## config.mk

```make
export PLATFORM = sky130hd
export DESIGN_NAME = qte_cordic_cell
export DESIGN_NICKNAME = d
export VERILOG_FILES = /design/src/sv/qte_pkg.sv /design/src/sv/qte_cordic_cell.sv
export SDC_FILE = /design/constraint.sdc
export NUM_CORES = 1
export LEC_CHECK = 0
export BUFFER_PORTS_ARGS = -buffer_cell sky130_fd_sc_hd__buf_2
export CAP_MARGIN = 15
export CORE_MARGIN = 8
export CORE_UTILIZATION = 40
export DETAILED_ROUTE_END_ITERATION = 7
export PLACE_DENSITY = 0.69
export RECOVER_POWER = 50
export SYNTH_ARGS = -nofsm -noshare
export SYNTH_HDL_FRONTEND = slang
export SYNTH_SLANG_ARGS = --single-unit
export TNS_END_PERCENT = 10
```

## constraint.sdc

```tcl
create_clock -name i_clk -period 4.31 [get_ports i_clk]
set_input_delay 0.6465 -clock i_clk [delete_from_list [all_inputs] [get_ports i_clk]]
set_output_delay 0.6465 -clock i_clk [all_outputs]
set_load 0.02 [all_outputs]
```

## src/sv/qte_pkg.sv

```systemverilog
// Shared types, widths and constants for the quaternion to Euler angle core.
// Used by the square-root cells, the CORDIC cells and the top level.
`default_nettype none
package qte_pkg;

    localparam int T_W        = 34;  // t terms at Q6.28
    localparam int S_W        = 30;  // clamped pitch term, +-2^28
    localparam int V_W        = 58;  // square-root remainder and root
    localparam int CX_W       = 40;  // CORDIC x and y
    localparam int CZ_W       = 34;  // CORDIC angle accumulator, pi/2^31 units
    localparam int ANG_W      = 16;  // binary angle output
    localparam int ATAN_LEN   = 24;
    localparam int SQRT_STEPS = 29;  // root bits for a 57-bit radicand

    localparam logic signed [CZ_W-1:0] Z_QUARTER = 34'sh0_4000_0000;

    localparam logic [29:0] ATAN_TAB [ATAN_LEN] = '{
        30'h20000000, 30'h12E4051E, 30'h09FB385B, 30'h051111D4,
        30'h028B0D43, 30'h0145D7E1, 30'h00A2F61E, 30'h00517C55,
        30'h0028BE53, 30'h00145F2F, 30'h000A2F98, 30'h000517CC,
        30'h00028BE6, 30'h000145F3, 30'h0000A2FA, 30'h0000517D,
        30'h000028BE, 30'h0000145F, 30'h00000A30, 30'h00000518,
        30'h0000028C, 30'h00000146, 30'h000000A3, 30'h00000051
    };

    typedef struct packed {
        logic [V_W-1:0]         v;
        logic [V_W-1:0]         res;
        logic signed [T_W-1:0]  t0;
        logic signed [T_W-1:0]  t1;
        logic signed [T_W-1:0]  t3;
        logic signed [T_W-1:0]  t4;
        logic signed [S_W-1:0]  s;
        logic                   clamped;
    } t_sqrt_data;

    typedef struct packed {
        logic signed [CX_W-1:0] x;
        logic signed [CX_W-1:0] y;
        logic signed [CZ_W-1:0] z;
        logic                   zero;
    } t_cord_data;

    typedef struct packed {
        logic signed [ANG_W-1:0] pitch;
        logic signed [ANG_W-1:0] roll;
        logic signed [ANG_W-1:0] yaw;
        logic                    clamped;
    } t_result;

    // Turn a left-half-plane vector by a quarter turn and preset the angle.
    function automatic t_cord_data prerot(input logic signed [CX_W-1:0] y,
                                          input logic signed [CX_W-1:0] x);
        t_cord_data r;
        r.zero = (x == '0) && (y == '0);
        r.x    = x;
        r.y    = y;
        r.z    = '0;
        if (x < 0) begin
            if (y >= 0) begin
                r.x = y;
                r.y = -x;
                r.z = Z_QUARTER;
            end else begin
                r.x = -y;
                r.y = x;
                r.z = -Z_QUARTER;
            end
        end
        return r;
    endfunction

    // Round the accumulator to a 16-bit binary angle, wrapping modulo 2^16.
    function automatic logic signed [ANG_W-1:0] to_bam(input t_cord_data c);
        logic signed [CZ_W-1:0] rz;
        rz = c.z + CZ_W'(32768);
        return c.zero ? '0 : rz[31:16];
    endfunction

endpackage
`default_nettype wire

```

## src/sv/qte_cordic_cell.sv

```systemverilog
// One micro-rotation cell of the vectoring CORDIC chain.
// Depends on qte_pkg for t_cord_data and the arctangent table.
`default_nettype none
module qte_cordic_cell
    import qte_pkg::*;
#(
    parameter int I = 0
) (
    input  wire logic       i_clk,
    input  wire logic       i_en,
    input  wire t_cord_data i_data,
    output t_cord_data      o_data
);
    t_cord_data             r_data;
    t_cord_data             n_data;
    logic signed [CX_W-1:0] dx;
    logic signed [CX_W-1:0] dy;
    logic signed [CZ_W-1:0] ang;

    // Rotate toward the x axis by atan(2^-I)
    always_comb begin
        dx     = i_data.y >>> I;
        dy     = i_data.x >>> I;
        ang    = CZ_W'(ATAN_TAB[I]);
        n_data = i_data;
        if (i_data.y > 0) begin
            n_data.x = i_data.x + dx;
            n_data.y = i_data.y - dy;
            n_data.z = i_data.z + ang;
        end else begin
            n_data.x = i_data.x - dx;
            n_data.y = i_data.y + dy;
            n_data.z = i_data.z - ang;
        end
    end

    // Hold payload while stalled
    always_ff @(posedge i_clk) begin
        if (i_en) begin
            r_data <= n_data;
        end
    end

    assign o_data = r_data;
endmodule
`default_nettype wire

```

==> metrics.cfg <==
[clocking]
cts_buffers=17
cts_sinks=114
cts_hold_buf=0
cts.clk_slew.worst_paths_ns=0.06
cts-root-buf=clkbuf_16
postCtsSetupRepairBufs=0
cts_buffer_depth=2
h-tree-depth=4
cts_tree=yes
cts_resized=0

[flow_run]
maxCapViolCount=1

[drt]
vias=11100
drc=0
firstDrtPassIters=7
drt_iter0_markers=1029
antenna_left=0
drt-wirelength-per-cell_um=21.5
wirelength_um=41500
via_per_inst=5.76

[timing]
final_max_slew_viol_count=47
worst_pin_slew_ns=2.54
setup_tns_ns=0
rsz0062_at_grt=no
slew_headroom_pct=-69.0
finalCritPeriodShare_pct=84.9
fmax_ghz=0.273
setup_violations=0
min_period_ns=3.66
hold_viol_final=0

[global_route]
grt_usage_pct=24.0
grt_pass1_vias=10900
grt-ovfl-total=0
antenna_found_initial=2
grt_pass1_wl_um=62700
grt_start_max_net_pins=70

[yosys]
yosys.cell_types.count=72
synth_fp_nets=1564
synthCells=1310
synth_area_um2=11100
synth_edf_count=114
ys_async_sr_fraction_pct=0
yosysSeqAreaShare_pct=30.9
synth_flop_cell=edfxtp_1
yosysWarnings=0
synth_seq_cells=114
syn_avg_cell_area_um2=8.47

[critical_path]
path_class=in2reg
cp.arrival_ns=3.81
crit_start=i_data[42]
critPathMaxFanout=8
slowest_stage=a211oi_1
slowest_delay_ns=0.55
crit_chain=buf_2 -> inv_1 -> ha_1 -> buf_4 -> clkinv_1 -> a21oi_1 -> o31ai_1 -> o2111ai_2 -> a211oi_1 -> nor2_1 -> o41ai_1 -> mux2i_1 -> xor2_1
cp.required_ns=4.46
cp-start-kind=input pin
cp-endpoint=o_data[59]
critPathCaptureType=flip-flop

[power_and_ir_drop]
power_w=0.00470
p_seq_share_pct=31.5
p_sw_share_pct=36.9
combPwrFrac_pct=36.5
ir_worst_vdd_uv=205
power_switching_w=0.00174
power_density_nw_per_um2=352
p_int_w=0.00297
clkPwrFrac_pct=32.0
leakagePower_nw=5.79

[worst_hold_path]
min_path_type=in2reg

[layout]
antenna_cells=0
largest_reg_flops=114
mostFrequentLayoutCells=buf_2 (203), a21oi_1 (183), ha_1 (133)
layout-drive-gt1-share_pct=18.4
layout_commonest_cell=buf_2
area_delta_synth_final_pct=20.5
nFillCells=2712
nNetsFinal=1798

[floorplanning]
die-area_um2=33300
core_area_um2=27600
dieHeight_um=183
rows=61
start_util_pct=40.2
num_io_pins=232
fp.dieW_um=183

[placement]
dp_hpwl_um=33300
gp_congestion=0.964
port_buffers=231

[run_status]
outcome=complete, but fails checks
violations=capacitance limit, slew limit

[metal layers]
metal | global-route usage (%) | wire [um]
met4 | 9.18 | 1370
met2 | 36.8 | 18300
met1 | 32.2 | 17900
met3 | 5.93 | 3950
met5 | 0 | 27
[power by group through the flow]
stage          Sequential (W)  Combinational [W]  Clock (W)
3_5_place_dp          0.00150            0.00170          0
4_1_cts               0.00148            0.00171    0.00152
2_1_floorplan         0.00171           0.000854          0
5_1_grt               0.00150            0.00185    0.00156
6_report              0.00148            0.00172    0.00150
3_3_place_gp          0.00150            0.00169          0
[worst min-delay path by stage]
| stage | from | endpoint | slack, ns | depth (start not counted) |
|---|---|---|---|---|
| floorplan | i_data[0] | o_data[0] | 0.75 | 0 |
| detailed placement | i_data[16] | o_data[16] | 0.82 | 1 |
| global route | i_data[9] | o_data[9] | 0.38 | 1 |
| finish | i_data[10] | o_data[10] | 0.39 | 1 |
| global placement | i_data[11] | o_data[11] | 0.82 | 1 |
| CTS | i_data[16] | o_data[16] | 0.38 | 1 |
[metrics by stage]
| step | utilization [%] | setup slack, ns | hold slack (ns) | cell area (um2) | cells |
|---|---|---|---|---|---|
| after floorplan | - | 1.13 | 0.745 | 11100 | 1310 |
| after global placement | 46.5 | 0.331 | 0.823 | 12800 | 1903 |
| after detailed placement | 46.5 | 0.341 | 0.825 | 12800 | 1903 |
| after CTS | 48.7 | 0.756 | 0.384 | 13400 | 1934 |
| after global routing | 48.5 | 0.412 | 0.380 | 13400 | 1934 |
| final | 48.5 | 0.651 | 0.389 | 13400 | 1934 |
[cells by family (layout without fill, tap and decap cells)]
group | after synthesis | after routing | synth area share, %
AOI/OAI and AO/OA | 459 | 459 | 25.5
buffers and inverters | 181 | 427 | 6.41
adders and majority gates | 137 | 137 | 15.7
xor gates and xnor gates | 79 | 79 | 6.24
muxes | 15 | 15 | 1.35
and+or+nand+nor | 325 | 325 | 13.9
DFF | 114 | 114 | 30.9
[Yosys cell counts, types with 10 or more instances]
cell type	count	area [um2]
a21oi_1	183	916
ha_1	133	1660
inv_1	119	447
edfxtp_1	114	3420
o21ai_0	97	485
nand2_1	95	357
nor2_1	85	319
xnor2_1	69	604
nor3_1	37	185
clkbuf_1	27	101
a21o_1	25	188
o21bai_1	25	188
nand4_1	24	150
o31ai_1	22	165
nor4_1	21	131
nand3_1	19	95.1
a211oi_1	16	120
mux2i_1	15	150
buf_2	13	65.1
o211ai_1	12	90.1
buf_1	11	41.3
xor2_1	10	87.6
[cell type report]
class                           count  area [um2]  share of cell area (%)
Timing Repair Buffer              269        1430                    10.7
Clock buffer                       18         429                    3.21
Sequential cell                   114        3420                    25.6
Multi-Input combinational cell   1015        6960                    52.1
Inverter                          127         477                    3.57
Clock inverter                     13         168                    1.25
Tap cell                          378         473                    3.54
[worst max-delay path, delay by kind of cell]
kind / cells / cell delay [ns]
adders and majority gates: 1 / 0.41
xor gates and xnor gates: 1 / 0.19
muxes: 1 / 0.22
AOI/OAI and AO/OA: 5 / 1.69
buffers and inverters: 4 / 0.47
and+or+nand+nor: 1 / 0.17
No activity file was read; power rests on OpenSTA's default activity.
