--- src/sv/qte_pkg.sv ---
// Shared types, widths and constants for the quaternion to Euler angle core.
// Used by the square-root cells, the CORDIC cells and the top level.
`default_nettype none
package qte_pkg;

    localparam int T_W        = 34;  // t terms at Q6.28
    localparam int S_W        = 30;  // clamped pitch term, +-2^28
    localparam int V_W        = 58;  // square-root remainder and root
    localparam int CX_W       = 40;  // CORDIC x and y
    localparam int CZ_W       = 34;  // CORDIC angle accumulator, pi/2^31 units
    localparam int ANG_W      = 16;  // binary angle output
    localparam int ATAN_LEN   = 24;
    localparam int SQRT_STEPS = 29;  // root bits for a 57-bit radicand

    localparam logic signed [CZ_W-1:0] Z_QUARTER = 34'sh0_4000_0000;

    localparam logic [29:0] ATAN_TAB [ATAN_LEN] = '{
        30'h20000000, 30'h12E4051E, 30'h09FB385B, 30'h051111D4,
        30'h028B0D43, 30'h0145D7E1, 30'h00A2F61E, 30'h00517C55,
        30'h0028BE53, 30'h00145F2F, 30'h000A2F98, 30'h000517CC,
        30'h00028BE6, 30'h000145F3, 30'h0000A2FA, 30'h0000517D,
        30'h000028BE, 30'h0000145F, 30'h00000A30, 30'h00000518,
        30'h0000028C, 30'h00000146, 30'h000000A3, 30'h00000051
    };

    typedef struct packed {
        logic [V_W-1:0]         v;
        logic [V_W-1:0]         res;
        logic signed [T_W-1:0]  t0;
        logic signed [T_W-1:0]  t1;
        logic signed [T_W-1:0]  t3;
        logic signed [T_W-1:0]  t4;
        logic signed [S_W-1:0]  s;
        logic                   clamped;
    } t_sqrt_data;

    typedef struct packed {
        logic signed [CX_W-1:0] x;
        logic signed [CX_W-1:0] y;
        logic signed [CZ_W-1:0] z;
        logic                   zero;
    } t_cord_data;

    typedef struct packed {
        logic signed [ANG_W-1:0] pitch;
        logic signed [ANG_W-1:0] roll;
        logic signed [ANG_W-1:0] yaw;
        logic                    clamped;
    } t_result;

    // Turn a left-half-plane vector by a quarter turn and preset the angle.
    function automatic t_cord_data prerot(input logic signed [CX_W-1:0] y,
                                          input logic signed [CX_W-1:0] x);
        t_cord_data r;
        r.zero = (x == '0) && (y == '0);
        r.x    = x;
        r.y    = y;
        r.z    = '0;
        if (x < 0) begin
            if (y >= 0) begin
                r.x = y;
                r.y = -x;
                r.z = Z_QUARTER;
            end else begin
                r.x = -y;
                r.y = x;
                r.z = -Z_QUARTER;
            end
        end
        return r;
    endfunction

    // Round the accumulator to a 16-bit binary angle, wrapping modulo 2^16.
    function automatic logic signed [ANG_W-1:0] to_bam(input t_cord_data c);
        logic signed [CZ_W-1:0] rz;
        rz = c.z + CZ_W'(32768);
        return c.zero ? '0 : rz[31:16];
    endfunction

endpackage
`default_nettype wire

--- src/sv/qte_sqrt_cell.sv ---
// One digit cell of the restoring integer square root chain.
// Depends on qte_pkg for t_sqrt_data.
`default_nettype none
module qte_sqrt_cell
    import qte_pkg::*;
#(
    parameter int K = 0
) (
    input  wire logic       i_clk,
    input  wire logic       i_rst_n,
    input  wire logic       i_en,
    input  wire logic       i_valid,
    input  wire t_sqrt_data i_data,
    output logic            o_valid,
    output t_sqrt_data      o_data
);
    localparam logic [V_W-1:0] BIT = V_W'(1) << (2 * (SQRT_STEPS - 1 - K));

    logic            r_valid;
    t_sqrt_data      r_data;
    t_sqrt_data      n_data;
    logic [V_W-1:0]  sum;

    // Try one root bit against the remainder
    always_comb begin
        n_data = i_data;
        sum    = i_data.res + BIT;
        if (i_data.v >= sum) begin
            n_data.v   = i_data.v - sum;
            n_data.res = (i_data.res >> 1) + BIT;
        end else begin
            n_data.res = i_data.res >> 1;
        end
    end

    // Advance valid
    always_ff @(posedge i_clk) begin
        if (!i_rst_n) begin
            r_valid <= 1'b0;
        end else if (i_en) begin
            r_valid <= i_valid;
        end
    end

    // Hold payload while stalled
    always_ff @(posedge i_clk) begin
        if (i_en) begin
            r_data <= n_data;
        end
    end

    assign o_valid = r_valid;
    assign o_data  = r_data;
endmodule
`default_nettype wire

--- config.mk ---
export PLATFORM = sky130hd
export DESIGN_NAME = qte_sqrt_cell
export DESIGN_NICKNAME = d
export VERILOG_FILES = /design/src/sv/qte_pkg.sv /design/src/sv/qte_sqrt_cell.sv
export SDC_FILE = /design/constraint.sdc
export NUM_CORES = 1
export LEC_CHECK = 0
export BUFFER_PORTS_ARGS = -buffer_cell sky130_fd_sc_hd__buf_4
export CORE_AREA = 4 4 220 222
export CTS_CLUSTER_DIAMETER = 100
export DETAILED_ROUTE_END_ITERATION = 10
export DIE_AREA = 0 0 224 226
export HOLD_SLACK_MARGIN = 0.02
export PLACE_DENSITY = 0.61
export SETUP_SLACK_MARGIN = 0.2
export SYNTH_ARGS = -nofsm -noshare
export SYNTH_HDL_FRONTEND = slang
export SYNTH_SLANG_ARGS = --single-unit
--- constraint.sdc ---
create_clock -name i_clk -period 6.3 [get_ports i_clk]
set_clock_uncertainty 0.15 [all_clocks]
set_input_delay 1.26 -clock i_clk [delete_from_list [all_inputs] [get_ports i_clk]]
set_output_delay 1.26 -clock i_clk [all_outputs]
set_load 0.05 [all_outputs]
==> run_results.csv <==
group,metric,value,unit
logic_synthesis,syn_area_per_cell,13.6,µm²
finish,most-common-layout-cells,"buf_4 (575), edfxtp_1 (283), a21oi_1 (85)",
drt,drt_first_pass_iters,5,
clock_network,clk_latency,530,ps
floorplanning,coreArea,0.0464,mm²
finish,final_cells,2189,
sta,rsz0062_at_grt,"false",
drt,met3_length,5070,µm
placement,hpwl,42300,µm
drt,wirelength_met1,19100,µm
drt,top_layer,"met5",
sta,max_freq,192,MHz
logic_synthesis,synth_simple_gate_area_frac,0.0695,
power_and_ir_drop,ir_worst_vdd,224,µV
sta,fin_setup_tns,0,ps
outcome,status,"finished clean",
power_and_ir_drop,pwr_density_cell,313,mW/mm²
drt,routed_wl,53200,µm
drt,vias_per_cell,4.82,
logic_synthesis,netlist_area,0.0132,mm²
clock_network,clkTransAtPathRegs,60,ps
power_and_ir_drop,combPwrFrac,0.287,
placement,placedCellCount,2124,
critical_path,cp_data_required_time,6430,ps
logic_synthesis,synth_compound_area_frac,0.111,
floorplanning,fp-row-count,79,
critical_path,cp-end-kind,"flop",
global_route,antenna_found_initial,14,
power_and_ir_drop,clockPowerShare,0.323,
logic_synthesis,synth_top_family_by_area,"compound AO/OA/AOI/OAI gates",
logic_synthesis,synth.area.mux_share,0.0472,
logic_synthesis,ys_types,64,
clock_network,cts_buffer_depth,3,
job,max-cap-violations,0,
sta,final_hold_viol_count,0,
floorplanning,die_area,0.0506,mm²
sta,fin_crit_sh,0.826,
global_route,grt_pass1_vias,10700,
placement,gp_congestion,0.888,
clock_network,cts.sinks,284,
global_route,grt_max_degree,113,
sta,setup_viol,0,
sta,maxSlewViolCount,0,
clock_network,cts_resized,0,
finish,final_common_cell,"buf_4",
critical_path,crit_type,"in2reg",
logic_synthesis,synth-edff-count,283,
logic_synthesis,yosysWarnings,0,
floorplanning,die_w,224,µm
power_and_ir_drop,p_seq_frac,0.390,
drt,ant_nets,0,
finish,fin_nets,1900,
clock_network,hold_buffers,0,
placement,io_buffers,570,
power_and_ir_drop,power_switching,2.03,mW
logic_synthesis,synth-xor-area-share,0.0344,
critical_path,arrival,5340,ps
power_and_ir_drop,p_leak,8.30,nW
drt,wl_met2,26900,µm
finish,area_growth_syn_to_layout,45.3,%
global_route,grt_first_pass_wirelength,73300,µm
drt,drc,0,
floorplanning,start_util,0.286,
clock_network,root_buffer,"clkbuf_16",
power_and_ir_drop,total_power,6.03,mW
power_and_ir_drop,switching_share,0.337,
logic_synthesis,ys.flop_type,"edfxtp_1",
hold_path,hold_path.class,"reg2reg",
drt,dr_total_vias,10500,
logic_synthesis,synth_fa_ha_area_frac,0.0563,
logic_synthesis,synthCells,976,
global_route,overflow,0,
floorplanning,die_h,226,µm
logic_synthesis,ys_seq_elements,284,
logic_synthesis,async_reset_ff_frac,0,
critical_path,cp-start-kind,"input pin",
logic_synthesis,synth_seq_area_share,0.643,
clock_network,cts_buffers,35,
floorplanning,ioPinCount,571,
power_and_ir_drop,p_int,4.00,mW
sta,worst_pin_slew,1030,ps
drt,drt-initial-drc-count,709,
global_route,grtUsageTotal,0.198,
critical_path,critPathMaxFanout,54,
sta,relSlewSlack,0.314,
drt,wl_per_cell,24.3,µm
finish,postLayoutCoreUtil,0.415,
finish,drive_above_1_share,0.426,
logic_synthesis,synth_nets,1322,
clock_network,htreeDepth,2,
finish,nFillCells,4447,
sta,min_period,5210,ps
clock_network,cts_setup_buffers,0,
clock_network,cts_tree,"built",
[routing by layer]
| layer | vias to the layer above | track usage |
|---|---|---|
| met1 | 5099 | 0.216 |
| met3 | 109 | 0.0754 |
| met5 | - | 0 |
| met2 | 486 | 0.347 |
| li1 | 4830 | - |
| met4 | 24 | 0.0807 |
[synth_stat cells, types with 4 or more instances]
cell,count,area (µm²)
nand4_1,22,138
o21bai_1,15,113
edfxtp_1,283,8500
mux2_1,6,67.6
o21a_1,4,30.0
nand2b_1,6,37.5
mux2_2,6,67.6
mux2_4,30,450
buf_2,6,30.0
o21ai_0,36,180
inv_1,78,293
a211oi_1,5,37.5
a2111oi_0,5,43.8
a21o_1,31,233
or3_1,4,25.0
and2_1,7,43.8
nand3_1,11,55.1
xnor2_1,40,350
mux2i_1,4,40.0
ha_1,58,726
xor2_1,12,105
clkbuf_1,23,86.3
a31oi_1,8,50.1
nor2_1,46,173
a21boi_0,4,30.0
and3_1,7,43.8
nor3_1,27,135
nand2_1,50,188
a21oi_1,85,425
[logic make-up after synthesis]
kind of cell / count (synthesis)
buffers and inverters: 114
xor gates and xnor gates: 52
and+or+nand+nor: 192
DFF: 284
AOI/OAI and AO/OA: 229
muxes: 46
adders and majority gates: 59
[registers in the layout, summed over array words and instances, names as in the netlist]
signal and count:
o_valid 1, o_data 283
[power groups by stage]
stage          Clock (mW)  Combinational, mW  Sequential, mW
3_5_place_dp            0               1.74            2.39
2_1_floorplan           0              0.468            3.01
6_report             1.95               1.73            2.35
3_3_place_gp            0               1.73            2.39
5_1_grt              2.09               1.82            2.37
4_1_cts              2.02               1.74            2.35
[layout make-up]
| cell class | instances | area [µm²] | share of cell area |
|---|---|---|---|
| Sequential cell | 284 | 8520 | 0.443 |
| Timing Repair Buffer | 577 | 4350 | 0.226 |
| Multi-Input combinational cell | 578 | 4230 | 0.220 |
| Clock buffer | 43 | 906 | 0.0471 |
| Tap cell | 607 | 759 | 0.0395 |
| Inverter | 78 | 293 | 0.0152 |
| Clock inverter | 20 | 186 | 0.00969 |
| Antenna cell | 2 | 5.00 | 0.000260 |
[final timing paths]
| check | slack, ps | cells past startpoint | end | from |
|---|---|---|---|---|
| setup / recovery | 1090 | 14 | o_data[277] | i_data[225] |
| hold / removal | 400 | 2 | o_valid | o_valid |
| hold reg to reg | 400 | 2 | o_valid | o_valid |
| setup reg to reg | 5540 | 2 | o_valid | o_valid |
[worst max-delay path, cell delays in order]
cell and delay (ps):
buf_4 110, inv_1 70, ha_1 150, inv_1 50, fa_1 410, a21o_1 210
a221oi_1 470, o21ai_1 230, and3_1 240, o311ai_1 510, a2111o_1 310, a211oi_4 80
nand2b_4 630, mux2_1 550
[through the flow]
stage | area [µm²] | hold WS, ps | setup slack [ps]
floorplan | 13200 | 593 | 1680
global placement | 18100 | 367 | 631
detailed placement | 18100 | 372 | 471
CTS | 19200 | 395 | 1050
global route | 19200 | 442 | 845
finish | 19200 | 397 | 1090
No activity file was read; power rests on OpenSTA's default activity.
